**src/sv/amrp_pkg.sv**
```systemverilog
package amrp_pkg;

    // Fixed widths of the stored state.
    localparam int FRAMES_W = 4;
    localparam int BYTES_W  = 10;

    // Configuration register indexes.
    localparam logic REG_MAX_PAYLOAD = 1'b0;
    localparam logic REG_WIDEBAND    = 1'b1;

    // Result kinds.
    localparam logic [1:0] KIND_START = 2'd0;
    localparam logic [1:0] KIND_TOC   = 2'd1;
    localparam logic [1:0] KIND_REF   = 2'd2;

    localparam logic [7:0]  CMR_BYTE    = 8'hF0;
    localparam logic [7:0]  TOC_FT_MASK = 8'h78;
    localparam logic [7:0]  TOC_Q_BIT   = 8'h04;
    localparam logic [7:0]  TOC_F_BIT   = 8'h80;
    localparam logic [12:0] TICKS_NB    = 13'd160;
    localparam logic [12:0] TICKS_WB    = 13'd320;
    localparam logic [15:0] MAX_PAYLOAD_RESET = 16'd1400;

    // One held frame as it sits in the frame memory.
    typedef struct packed {
        logic [7:0]  toc;
        logic [31:0] sample;
        logic [15:0] offset;
        logic [5:0]  length;
    } frame_entry_t;

    // Single-port access to the frame memory.
    typedef struct packed {
        logic                we;
        logic                re;
        logic [FRAMES_W-1:0] addr;
        frame_entry_t        wdata;
    } mem_req_t;

    typedef struct packed {
        logic [1:0]  kind;
        logic [7:0]  byte_value;
        logic [31:0] ref_sample;
        logic [15:0] data_offset;
        logic [5:0]  data_length;
        logic [11:0] duration;
        logic        marker;
        logic        last;
    } result_t;

    // Speech byte count for a frame type; types with no size give 0.
    function automatic logic [5:0] speech_len(input logic [3:0] ft, input logic wb);
        logic [5:0] len;
        len = 6'd0;
        if (wb)
        begin
            case (ft)
                4'd0:    len = 6'd17;
                4'd1:    len = 6'd23;
                4'd2:    len = 6'd32;
                4'd3:    len = 6'd36;
                4'd4:    len = 6'd40;
                4'd5:    len = 6'd46;
                4'd6:    len = 6'd50;
                4'd7:    len = 6'd58;
                4'd8:    len = 6'd60;
                4'd9:    len = 6'd5;
                4'd10:   len = 6'd5;
                default: len = 6'd0;
            endcase
        end
        else
        begin
            case (ft)
                4'd0:    len = 6'd12;
                4'd1:    len = 6'd13;
                4'd2:    len = 6'd15;
                4'd3:    len = 6'd17;
                4'd4:    len = 6'd19;
                4'd5:    len = 6'd20;
                4'd6:    len = 6'd26;
                4'd7:    len = 6'd31;
                4'd8:    len = 6'd5;
                default: len = 6'd0;
            endcase
        end
        return len;
    endfunction

endpackage

```
**src/sv/amr_rtp_packetizer_top.sv**
```systemverilog
// AMR / AMR-WB octet-aligned RTP payload packetizer. Each request on the input
// channel is one speech frame (header byte, sample id, header offset, end-of-track
// flag). Frames are packed greedily: a frame is held if its speech bytes plus the
// held speech and table-of-contents bytes stay within max_payload and at most
// MAX_FRAMES frames are held; else a nonempty held packet is flushed first, and an
// end-of-track frame is added and then flushed with the RTP marker set. A flush emits
// a packet-start result, the CMR byte, one table-of-contents byte per frame and one
// speech data reference per frame, and the last result caused by a request carries
// last. The held frames live in a single-port frame memory with a registered read. A
// frame that causes no flush is accepted and then written into it; a flush gives the
// start and CMR results, then for each table-of-contents byte and data reference a
// memory read and a step that loads the output register. No request is taken until
// the previous one is done. A result sits in an output register, so a stall on the
// output never blocks the internal read of the next entry already requested.
// Configuration may be written only while no request is in flight.
module amr_rtp_packetizer_top
    import amrp_pkg::*;
#(
    parameter int MAX_FRAMES = 12
)
(
    input  logic        clk,
    input  logic        rst_n,
    input  logic        cfg_we,
    input  logic        cfg_index,
    input  logic [15:0] cfg_data,
    input  logic        in_valid,
    output logic        in_stall,
    input  logic [7:0]  frame_header,
    input  logic [31:0] sample_id,
    input  logic [15:0] header_offset,
    input  logic        end_of_track,
    output logic        out_valid,
    input  logic        out_stall,
    output logic [1:0]  kind,
    output logic [7:0]  byte_value,
    output logic [31:0] ref_sample,
    output logic [15:0] data_offset,
    output logic [5:0]  data_length,
    output logic [11:0] duration,
    output logic        marker,
    output logic        last
);

    logic [15:0]  max_payload_reg;
    logic         wideband_reg;
    mem_req_t     mem_req;
    frame_entry_t mem_rd_data;
    result_t      result;

    // Configuration registers; the index selects which one a write lands in.
    always_ff @(posedge clk or negedge rst_n)
    begin
        if (!rst_n)
        begin
            max_payload_reg <= MAX_PAYLOAD_RESET;
            wideband_reg    <= 1'b0;
        end
        else if (cfg_we)
        begin
            case (cfg_index)
                REG_MAX_PAYLOAD: max_payload_reg <= cfg_data;
                REG_WIDEBAND:    wideband_reg    <= cfg_data[0];
                default:         max_payload_reg <= max_payload_reg;
            endcase
        end
    end

    // Sequencer: packing decision, frame writes and flush bursts.
    amrp_ctrl #(
        .MAX_FRAMES (MAX_FRAMES)
    ) u_ctrl (
        .clk           (clk),
        .rst_n         (rst_n),
        .max_payload   (max_payload_reg),
        .wideband      (wideband_reg),
        .in_valid      (in_valid),
        .in_stall      (in_stall),
        .frame_header  (frame_header),
        .sample_id     (sample_id),
        .header_offset (header_offset),
        .end_of_track  (end_of_track),
        .mem_req       (mem_req),
        .mem_rd_data   (mem_rd_data),
        .out_valid     (out_valid),
        .out_stall     (out_stall),
        .out_result    (result)
    );

    // Held frames: table-of-contents byte and data reference per slot.
    amrp_frame_mem #(
        .DEPTH (MAX_FRAMES)
    ) u_frame_mem (
        .clk     (clk),
        .req     (mem_req),
        .rd_data (mem_rd_data)
    );

    assign kind        = result.kind;
    assign byte_value  = result.byte_value;
    assign ref_sample  = result.ref_sample;
    assign data_offset = result.data_offset;
    assign data_length = result.data_length;
    assign duration    = result.duration;
    assign marker      = result.marker;
    assign last        = result.last;

endmodule

```
**src/sv/amrp_frame_mem.sv**
```systemverilog
module amrp_frame_mem
    import amrp_pkg::*;
#(
    parameter int DEPTH = 12
)
(
    input  logic         clk,
    input  mem_req_t     req,
    output frame_entry_t rd_data
);

    localparam int AW = (DEPTH > 1) ? $clog2(DEPTH) : 1;

    frame_entry_t mem [DEPTH];
    frame_entry_t rd_data_reg;

    always_ff @(posedge clk)
    begin
        if (req.we)
        begin
            mem[req.addr[AW-1:0]] <= req.wdata;
        end
    end

    always_ff @(posedge clk)
    begin
        if (req.re)
        begin
            rd_data_reg <= mem[req.addr[AW-1:0]];
        end
    end

    assign rd_data = rd_data_reg;

endmodule

```
**src/sv/amrp_ctrl.sv**
```systemverilog
module amrp_ctrl
    import amrp_pkg::*;
#(
    parameter int MAX_FRAMES = 12
)
(
    input  logic         clk,
    input  logic         rst_n,
    input  logic [15:0]  max_payload,
    input  logic         wideband,
    input  logic         in_valid,
    output logic         in_stall,
    input  logic [7:0]   frame_header,
    input  logic [31:0]  sample_id,
    input  logic [15:0]  header_offset,
    input  logic         end_of_track,
    output mem_req_t     mem_req,
    input  frame_entry_t mem_rd_data,
    output logic         out_valid,
    input  logic         out_stall,
    output result_t      out_result
);

    localparam logic [3:0] ST_IDLE    = 4'd0;
    localparam logic [3:0] ST_START   = 4'd1;
    localparam logic [3:0] ST_CMR     = 4'd2;
    localparam logic [3:0] ST_TOC_RD  = 4'd3;
    localparam logic [3:0] ST_TOC_OUT = 4'd4;
    localparam logic [3:0] ST_REF_RD  = 4'd5;
    localparam logic [3:0] ST_REF_OUT = 4'd6;
    localparam logic [3:0] ST_WRITE   = 4'd7;

    localparam logic [FRAMES_W-1:0] MAX_N = FRAMES_W'(MAX_FRAMES);

    logic [3:0]          state_reg, state_next;
    logic [FRAMES_W-1:0] frames_reg, frames_next;
    logic [BYTES_W-1:0]  bytes_reg, bytes_next;
    logic [FRAMES_W-1:0] idx_reg, idx_next;
    logic                final_reg, final_next;
    logic                out_valid_reg, out_valid_next;
    result_t             result_reg, result_next;

    logic [7:0]          hdr_reg;
    logic [31:0]         sample_reg;
    logic [15:0]         offset_reg;
    logic                eot_reg;
    logic [5:0]          len_reg;

    logic                accept;
    logic                out_free;
    logic [5:0]          in_len;
    logic [10:0]         fill_sum;
    logic                pre_flush;
    logic                idx_is_last;
    logic [11:0]         dur_full;

    assign accept   = in_valid && !in_stall;
    assign in_stall = (state_reg != ST_IDLE);
    assign out_free = !out_valid_reg || !out_stall;

    assign in_len    = speech_len(frame_header[6:3], wideband);
    assign fill_sum  = {1'b0, bytes_reg} + {5'd0, in_len};
    assign pre_flush = (({5'd0, fill_sum} > max_payload) || (frames_reg >= MAX_N))
                       && (frames_reg != '0);

    assign idx_is_last = ((idx_reg + 1'b1) == frames_reg);
    assign dur_full    = 12'(13'(frames_reg) * (wideband ? TICKS_WB : TICKS_NB));

    always_comb
    begin
        state_next     = state_reg;
        frames_next    = frames_reg;
        bytes_next     = bytes_reg;
        idx_next       = idx_reg;
        final_next     = final_reg;
        out_valid_next = out_valid_reg && out_stall;
        result_next    = result_reg;
        mem_req        = '0;
        mem_req.addr   = idx_reg;

        case (state_reg)
            ST_IDLE:
            begin
                if (accept)
                begin
                    final_next = 1'b0;
                    state_next = pre_flush ? ST_START : ST_WRITE;
                end
            end
            ST_START:
            begin
                if (out_free)
                begin
                    out_valid_next       = 1'b1;
                    result_next          = '0;
                    result_next.kind     = KIND_START;
                    result_next.duration = dur_full;
                    result_next.marker   = final_reg;
                    state_next           = ST_CMR;
                end
            end
            ST_CMR:
            begin
                if (out_free)
                begin
                    out_valid_next         = 1'b1;
                    result_next            = '0;
                    result_next.kind       = KIND_TOC;
                    result_next.byte_value = CMR_BYTE;
                    idx_next               = '0;
                    state_next             = ST_TOC_RD;
                end
            end
            ST_TOC_RD:
            begin
                mem_req.re = 1'b1;
                state_next = ST_TOC_OUT;
            end
            ST_TOC_OUT:
            begin
                if (out_free)
                begin
                    out_valid_next         = 1'b1;
                    result_next            = '0;
                    result_next.kind       = KIND_TOC;
                    result_next.byte_value = mem_rd_data.toc
                                             | (idx_is_last ? 8'h00 : TOC_F_BIT);
                    if (idx_is_last)
                    begin
                        idx_next   = '0;
                        state_next = ST_REF_RD;
                    end
                    else
                    begin
                        idx_next   = idx_reg + 1'b1;
                        state_next = ST_TOC_RD;
                    end
                end
            end
            ST_REF_RD:
            begin
                mem_req.re = 1'b1;
                state_next = ST_REF_OUT;
            end
            ST_REF_OUT:
            begin
                if (out_free)
                begin
                    out_valid_next          = 1'b1;
                    result_next             = '0;
                    result_next.kind        = KIND_REF;
                    result_next.ref_sample  = mem_rd_data.sample;
                    result_next.data_offset = mem_rd_data.offset;
                    result_next.data_length = mem_rd_data.length;
                    // The very last result of the request closes it, unless the new
                    // frame still has to be flushed on its own at end of track.
                    result_next.last        = idx_is_last && (final_reg || !eot_reg);
                    if (idx_is_last)
                    begin
                        frames_next = '0;
                        bytes_next  = '0;
                        state_next  = final_reg ? ST_IDLE : ST_WRITE;
                    end
                    else
                    begin
                        idx_next   = idx_reg + 1'b1;
                        state_next = ST_REF_RD;
                    end
                end
            end
            ST_WRITE:
            begin
                mem_req.we            = 1'b1;
                mem_req.addr          = frames_reg;
                mem_req.wdata.toc     = (hdr_reg & TOC_FT_MASK) | TOC_Q_BIT;
                mem_req.wdata.sample  = sample_reg;
                mem_req.wdata.offset  = offset_reg + 16'd1;
                mem_req.wdata.length  = len_reg;
                frames_next           = frames_reg + 1'b1;
                bytes_next            = BYTES_W'({1'b0, bytes_reg} + {5'd0, len_reg} + 11'd1);
                if (eot_reg)
                begin
                    final_next = 1'b1;
                    state_next = ST_START;
                end
                else
                begin
                    state_next = ST_IDLE;
                end
            end
            default:
            begin
                state_next = ST_IDLE;
            end
        endcase
    end

    always_ff @(posedge clk or negedge rst_n)
    begin
        if (!rst_n)
        begin
            state_reg     <= ST_IDLE;
            frames_reg    <= '0;
            bytes_reg     <= '0;
            idx_reg       <= '0;
            final_reg     <= 1'b0;
            out_valid_reg <= 1'b0;
        end
        else
        begin
            state_reg     <= state_next;
            frames_reg    <= frames_next;
            bytes_reg     <= bytes_next;
            idx_reg       <= idx_next;
            final_reg     <= final_next;
            out_valid_reg <= out_valid_next;
        end
    end

    always_ff @(posedge clk)
    begin
        result_reg <= result_next;
        if (accept)
        begin
            hdr_reg    <= frame_header;
            sample_reg <= sample_id;
            offset_reg <= header_offset;
            eot_reg    <= end_of_track;
            len_reg    <= in_len;
        end
    end

    assign out_valid  = out_valid_reg;
    assign out_result = result_reg;

endmodule

```
**config.mk**
```make
export PLATFORM = sky130hd
export DESIGN_NAME = amr_rtp_packetizer_top
export DESIGN_NICKNAME = d
export VERILOG_FILES = /design/src/sv/amrp_pkg.sv /design/src/sv/amr_rtp_packetizer_top.sv /design/src/sv/amrp_frame_mem.sv /design/src/sv/amrp_ctrl.sv
export SDC_FILE = /design/constraint.sdc
export NUM_CORES = 1
export LEC_CHECK = 0
export BUFFER_PORTS_ARGS = -buffer_cell sky130_fd_sc_hd__clkbuf_2
export CAP_MARGIN = 10
export CORE_ASPECT_RATIO = 0.9
export CORE_UTILIZATION = 50
export CTS_CLUSTER_SIZE = 20
export DETAILED_ROUTE_END_ITERATION = 8
export PLACE_DENSITY = 0.69
export SYNTH_ARGS = -nofsm -noshare
export SYNTH_HDL_FRONTEND = slang
export SYNTH_SLANG_ARGS = --single-unit
```
**constraint.sdc**
```tcl
create_clock -name clk -period 6.65 [get_ports clk]
set_input_delay 1.33 -clock clk [delete_from_list [all_inputs] [get_ports clk]]
set_output_delay 1.33 -clock clk [all_outputs]
set_load 0.005 [all_outputs]
```
# After elaboration in Yosys (flattened, before gate mapping)
# Memory sizes are Yosys's and may differ from the RTL's. A register that Yosys moved wholly into a read port is not among the register bits.
# Index checks and enable logic that the tools add are counted.
# W data, S select, Z words.
op_classes:
  order_cmp: 2
  n_addsub: 6
  eq_ne: 16
  mul: 1
  mux: 41
  bitwise_logic: 2
  reduce_logical: 27
op_table:
  columns: ["op", "n"]
  rows:
  - ["$mux W78", 4]
  - ["$pmux W78 S4", 1]
  - ["$mux W66", 1]
  - ["$mux W4", 13]
  - ["$pmux W4 S8", 1]
  - ["$mux W10", 2]
  - ["$pmux W10 S2", 1]
  - ["$add A16 B1 Y16 const B", 1]
  - ["$eq A4 B3 Y1 const B", 4]
  - ["$gt A11 B16 Y1", 1]
  - ["$reduce_and A5 Y1", 3]
  - ["$ne A2 B1 Y1 const B", 7]
  - ["$mul A4 B13 Y12", 1]
  - ["$pmux W4 S3", 1]
  - ["$reduce_bool A4 Y1", 3]
  - ["$add A10 B6 Y11", 1]
  - ["$add A10 B1 Y10 const B", 1]
  - ["$add A10 B6 Y10", 1]
  - ["$mux W1", 9]
  - ["$mux W3", 3]
  - ["$mux W9", 1]
  - ["$add A4 B1 Y4 const B", 2]
  - ["$eq A4 B2 Y1 const B", 2]
  - ["$mux W8", 1]
  - ["other kinds (19)", 30]
word_totals:
  rom_bits: 176
  out_inout_bits: 80
  input_bits: 79
  memories: 3
  reg_bits: 181
  ram_bits: 744
  elab_cells: 119
memory_table:
  columns: ["memory", "depth", "word_bits", "read_ports", "rd_clocked_by_memory_dff", "write_ports", "line", "source"]
  rows:
  - ["u_frame_mem.mem", 12, 62, 1, 1, 1, "amrp_frame_mem.sv:14", "frame_entry_t mem [DEPTH];"]
  - ["(no name shown)", 16, 6, 1, 0, 0, "amrp_pkg.sv:57", "case (ft)"]
  - ["(no name shown)", 16, 5, 1, 0, 0, "amrp_pkg.sv:74", "case (ft)"]

# Longest topological paths before layout
# An unclocked memory read counts as a cell.
depth:
  word_depth: 9
  ltp_mapped: 22
  mapped_depth_nobuf: 22

# Modules after synthesis
# A second synthesis with hierarchy kept.
hier_totals:
  hier_cells: 2195
  hier_area_um2: 39320.2
modules_own_cells:
  columns: ["mod", "seq_area_each_um2", "area_per_inst_um2", "cells_per_inst", "n_inst"]
  rows:
  - ["amrp_frame_mem", 24203.2, 30720.7, 1469, 1]
  - ["amrp_ctrl", 4539.4, 7888.8, 688, 1]
  - ["amr_rtp_packetizer_top", 432.9, 710.7, 38, 1]

# Worst setup path after synthesis
# No wires, ideal clock.
synth_timing:
  kind: "register to register"
  startpoint: "register u_ctrl.state_reg[0]"
  endpoint: "memory u_frame_mem.mem[0][0] (netlist name) (enable)"
  path_stages_with_launch: 8
  path_buffers: 3
  period_less_slack_ns: 5.931
  setup_slack_ns: 0.719
  setup_ns: 0.548
  arrival_time_ns: 5.383
  required_ns: 6.102
  path_cell_list: "dfrtp_1 > buf_2 > nand3_4 > inv_2 > clkbuf_1 > clkbuf_1 > nand2_1 > nor3_1"
synth_between:
  elab_chain_cells: 4
  elab_cells_between_ends: 5
  cone_classes: "1 x eq/ne; 4 x mux"
synth_rtl:
  columns: ["item", "line", "source"]
  rows:
  - ["start: declaration", "amrp_ctrl.sv:35", "logic [3:0] state_reg, state_next;"]
  - ["start signal: assignment", "amrp_ctrl.sv:211", "state_reg <= state_next;"]
  - ["$eq A4 B3 Y1 *", "amrp_ctrl.sv:81", "case (state_reg)"]
  - ["$mux W1", "amrp_ctrl.sv:81", null]
  - ["$mux W1", "amrp_frame_mem.sv:19", "if (req.we)"]
  - ["$mux W1 (implied by the code)", "amrp_frame_mem.sv:21", "mem[req.addr[AW-1:0]] <= req.wdata;"]
  - ["end: declaration", "amrp_frame_mem.sv:14", null]
# Mark *: on every way between the ends. The rest lies on a longest branch, timed or not.

# Worst setup path in the final report
layout_timing:
  startpoint: "input frame_header[4]"
  endpoint: "register u_ctrl.state_reg[2]"
layout_between:
  elab_chain_cells: 9
  elab_cells_between_ends: 10
  cone_classes: "1 x add/sub; 1 x order compare; 4 x mux; 2 x reduce/logical; 2 x memory"
layout_rtl:
  columns: ["item", "line", "source"]
  rows:
  - ["start: declaration", "amr_rtp_packetizer_top.sv:29", "input logic [7:0] frame_header,"]
  - ["$mem_v2 Z16 W5 / $mem_v2 Z16 W6 (equally long branches)", null, null]
  - ["$mux W6 *", "amrp_pkg.sv:55", "if (wb)"]
  - ["net u_ctrl.in_len[0]", "amrp_ctrl.sv:51", "logic [5:0] in_len;"]
  - ["$add A10 B6 Y11 *", "amrp_ctrl.sv:62", "assign fill_sum = {1'b0, bytes_reg} + {5'd0, in_len};"]
  - ["$gt A11 B16 Y1 *", "amrp_ctrl.sv:63", "assign pre_flush = (({5'd0, fill_sum} > max_payload) || (frames_reg >= MAX_N))"]
  - ["$logic_or A1 B1 Y1 *", "amrp_ctrl.sv:63", null]
  - ["$logic_and A1 B1 Y1 *", "amrp_ctrl.sv:64", "&& (frames_reg != '0);"]
  - ["$mux W3 *", "amrp_ctrl.sv:87", "state_next = pre_flush ? ST_START : ST_WRITE;"]
  - ["$mux W4 *", "amrp_ctrl.sv:84", "if (accept)"]
  - ["$pmux W4 S8 *", "amrp_ctrl.sv:81", null]
# Mark *: on every way through the listed nets, which the timed path passes. The rest lies on a longest branch. The select of a mux whose other input is x is not followed.
# A chain may end at the register's enable or synchronous reset.

==> results.py <==
metrics = {
    "run_status": {
        "outcome": "finished, violations left",
        "failed_checks": "DRC",
    },
    "worst_setup_path": {
        "critPathLaunchType": "input port",
        "crit_arrival_ns": 5.94,
        "crit_fanout": 7,
        "required_ns": 7.18,
        "end_kind": "flop",
        "worstPathCellList": "clkbuf_2 > inv_1 > ha_1 > o21a_1 > o22ai_1 > o32a_1 > ha_1 > inv_1 > fa_1 > nor2b_1 > o21ai_0 > a21boi_0 > o21ai_0 > and2_1 > xnor2_1 > ha_1 > nand4_1 > or2_2 > a21o_1 > a31oi_1 > o32ai_1 > mux2_2",
        "path_class": "input port to flop",
        "crit_top_cell": "ha_1",
        "slowest_stage": "a31oi_1",
        "max_stage_delay_ns": 0.44,
    },
    "synthesis": {
        "ys_top_cells_by_count": "edfxtp_1, mux2i_1, o22ai_1",
        "yosysTopAreaCell": "edfxtp_1",
        "netlist_top_cells_area": "edfxtp_1, mux2i_1, mux4_2",
        "yosys_warnings": 0,
        "ys.flop_type": "edfxtp_1",
        "yosysMostFrequentCell": "edfxtp_1",
        "synthCells": 2054,
        "synth_edf_count": 897,
        "netlist-cell-type-count": 60,
        "ys_seq_area_share_pct": 75.8,
        "ys_seq_elements": 937,
        "async_reset_ff_share_pct": 4.27,
        "syn_area_per_cell_sq_um": 18.0,
        "synth_top_area_share_pct": 73.0,
        "netlist_area_sq_um": 36900,
    },
    "final_layout": {
        "fin_area_sq_um": 41700,
        "multiInputGateArea_sq_um": 8420,
        "ff_latch_area_sq_um": 27900,
        "fill_cells": 5368,
        "syn_to_final_growth_pct": 13.0,
        "largest_register_ffs": 708,
        "finalNetCount": 2353,
        "n_antenna_cell": 0,
        "drive_gt1_share_pct": 17.8,
        "utilization_pct": 57.1,
        "stdcell_count": 3252,
    },
    "clock_network": {
        "worstSkewPairLatency_ns": 0.66,
        "cts_tree": "yes",
        "cts_buffers": 91,
        "post_cts_resized": 0,
        "path_clk_slew_ns": 0.06,
        "cts_root_buf": "clkbuf_16",
        "cts_hold_repair.buffers": 0,
        "postCtsSetupRepairBufs": 0,
        "clockBufferDepth": 3,
        "cts_num_sinks": 937,
        "cts.htree.levels": 3,
    },
    "global_route": {
        "grt_usage_pct": 20.8,
        "grt_pass1_vias": 19045,
        "grt_max_degree": 116,
        "grt_remaining_overflow": 0,
        "antenna_found_initial": 0,
        "grt_pass1_wl_microns": 115000,
    },
    "hold_path": {
        "hp-class": "flop to flop",
    },
    "sta": {
        "tns_ns": 0,
        "fmax_mhz": 185,
        "slew_violations": 0,
        "slew_headroom_pct": 23.0,
        "finalCritPeriodShare_pct": 81.4,
        "fin_skew_ns": 0.0197,
        "timing.final.ws_setup_ns": 1.24,
        "worst_slew_pin_slew_ns": 1.15,
        "min_period_ns": 5.41,
        "hold_viol_final": 0,
        "whs_ns": 0.505,
        "setup_viol": 0,
        "rsz0062_at_grt": "false",
    },
    "drt": {
        "vias": 18656,
        "wl_per_cell_microns": 23.8,
        "dr.pass1.iters": 7,
        "route.detailed.drc": 8,
        "antenna_left": 0,
        "drtIter0Drc": 1493,
        "routed_via_density": 5.74,
        "totalWireLength_microns": 77300,
    },
    "place": {
        "port_buffers": 147,
        "placedInstanceArea_sq_um": 38800,
        "preCtsSetupSlack_ns": 0.666,
        "placedCellCount": 3092,
        "dpl.hpwl_microns": 38800,
        "place.gp.congestion": 0.832,
    },
    "die": {
        "die_y_microns": 260,
        "rows": 94,
        "initial_utilization_pct": 50.5,
        "core-area_sq_um": 73000,
        "die_w_microns": 288,
        "ioPinCount": 159,
        "die_area_sq_um": 74900,
    },
    "job": {
        "cap_viol_max_count": 0,
    },
    "power_and_ir_drop": {
        "ir_drop_mv": 0.459,
        "total_power_mw": 18.9,
        "leakage_nw": 15.5,
        "power_density_nw_per_um2": 453,
    },
}
==> critical path: cells and delay by family <==
family          cells  cell delay, ns
compound gates      9            1.86
xor+xnor            1            0.13
fa+ha+maj           4            1.19
buf+inv             3            0.43
mux                 1            0.30
simple gates        4            0.69
==> area by class of cell <==
class	count	share of cell area, %
flip-flops and latches	937	67.0
clock buffers	109	5.63
multi-input cells	974	20.2
clock inverters	51	1.39
repair buffers	183	2.53
well taps	960	2.88
inverters	38	0.342
==> routing by layer <==
layer	track usage (%)	vias to the layer above	part of all wire (%)
met5	0	-	0
met2	35.6	542	50
li1	-	8414	-
met1	27.7	9574	42
met4	5.47	0	2.0
met3	3.26	126	5.4
==> power breakdown <==
part	total (mW)	internal, mW	switching, mW
logic	5.63	2.22	3.41
clock network	5.06	2.91	2.15
registers	8.18	7.83	0.351
total	18.9	13.0	5.91
==> worst paths after layout <==
check | from | endpoint | slack, ns | cells past startpoint
setup / recovery | frame_header[4] | u_ctrl.state_reg[2] | 1.24 | 22
hold / removal | max_payload_reg[15] | max_payload_reg[15] | 0.50 | 1
setup reg to reg | wideband_reg | u_ctrl.state_reg[2] | 1.64 | 19
hold reg to reg | max_payload_reg[15] | max_payload_reg[15] | 0.50 | 1
max in group asynchronous | rst_n | u_ctrl.out_valid | 5.10 | 1
min in group asynchronous | rst_n | max_payload_reg[7] | 0.88 | 1
==> cells in the final DEF, fill, tap and decap left out, types with 32 or more instances in the layout <==
cell type	count
o21ai_0	39
mux2i_1	236
clkbuf_16	91
edfxtp_1	897
dfrtp_1	34
nor2_1	52
buf_4	32
ha_1	45
nand2_1	55
mux4_2	60
inv_1	35
clkbuf_2	147
o22ai_1	118
a211o_1	59
and2_1	100
==> kinds of logic after synthesis <==
family | count (synthesis) | synth area share [%]
XOR/XNOR | 33 | 0.821
multiplexers | 308 | 10.4
other | 2 | 0.0204
AO/OA/AOI/OAI | 287 | 5.21
AND/OR/NAND/NOR | 288 | 4.08
buffers and inverters | 150 | 1.92
flip-flops | 937 | 75.8
adder cells (fa/ha/maj) | 49 | 1.74
(Power assumes the default switching activity.)
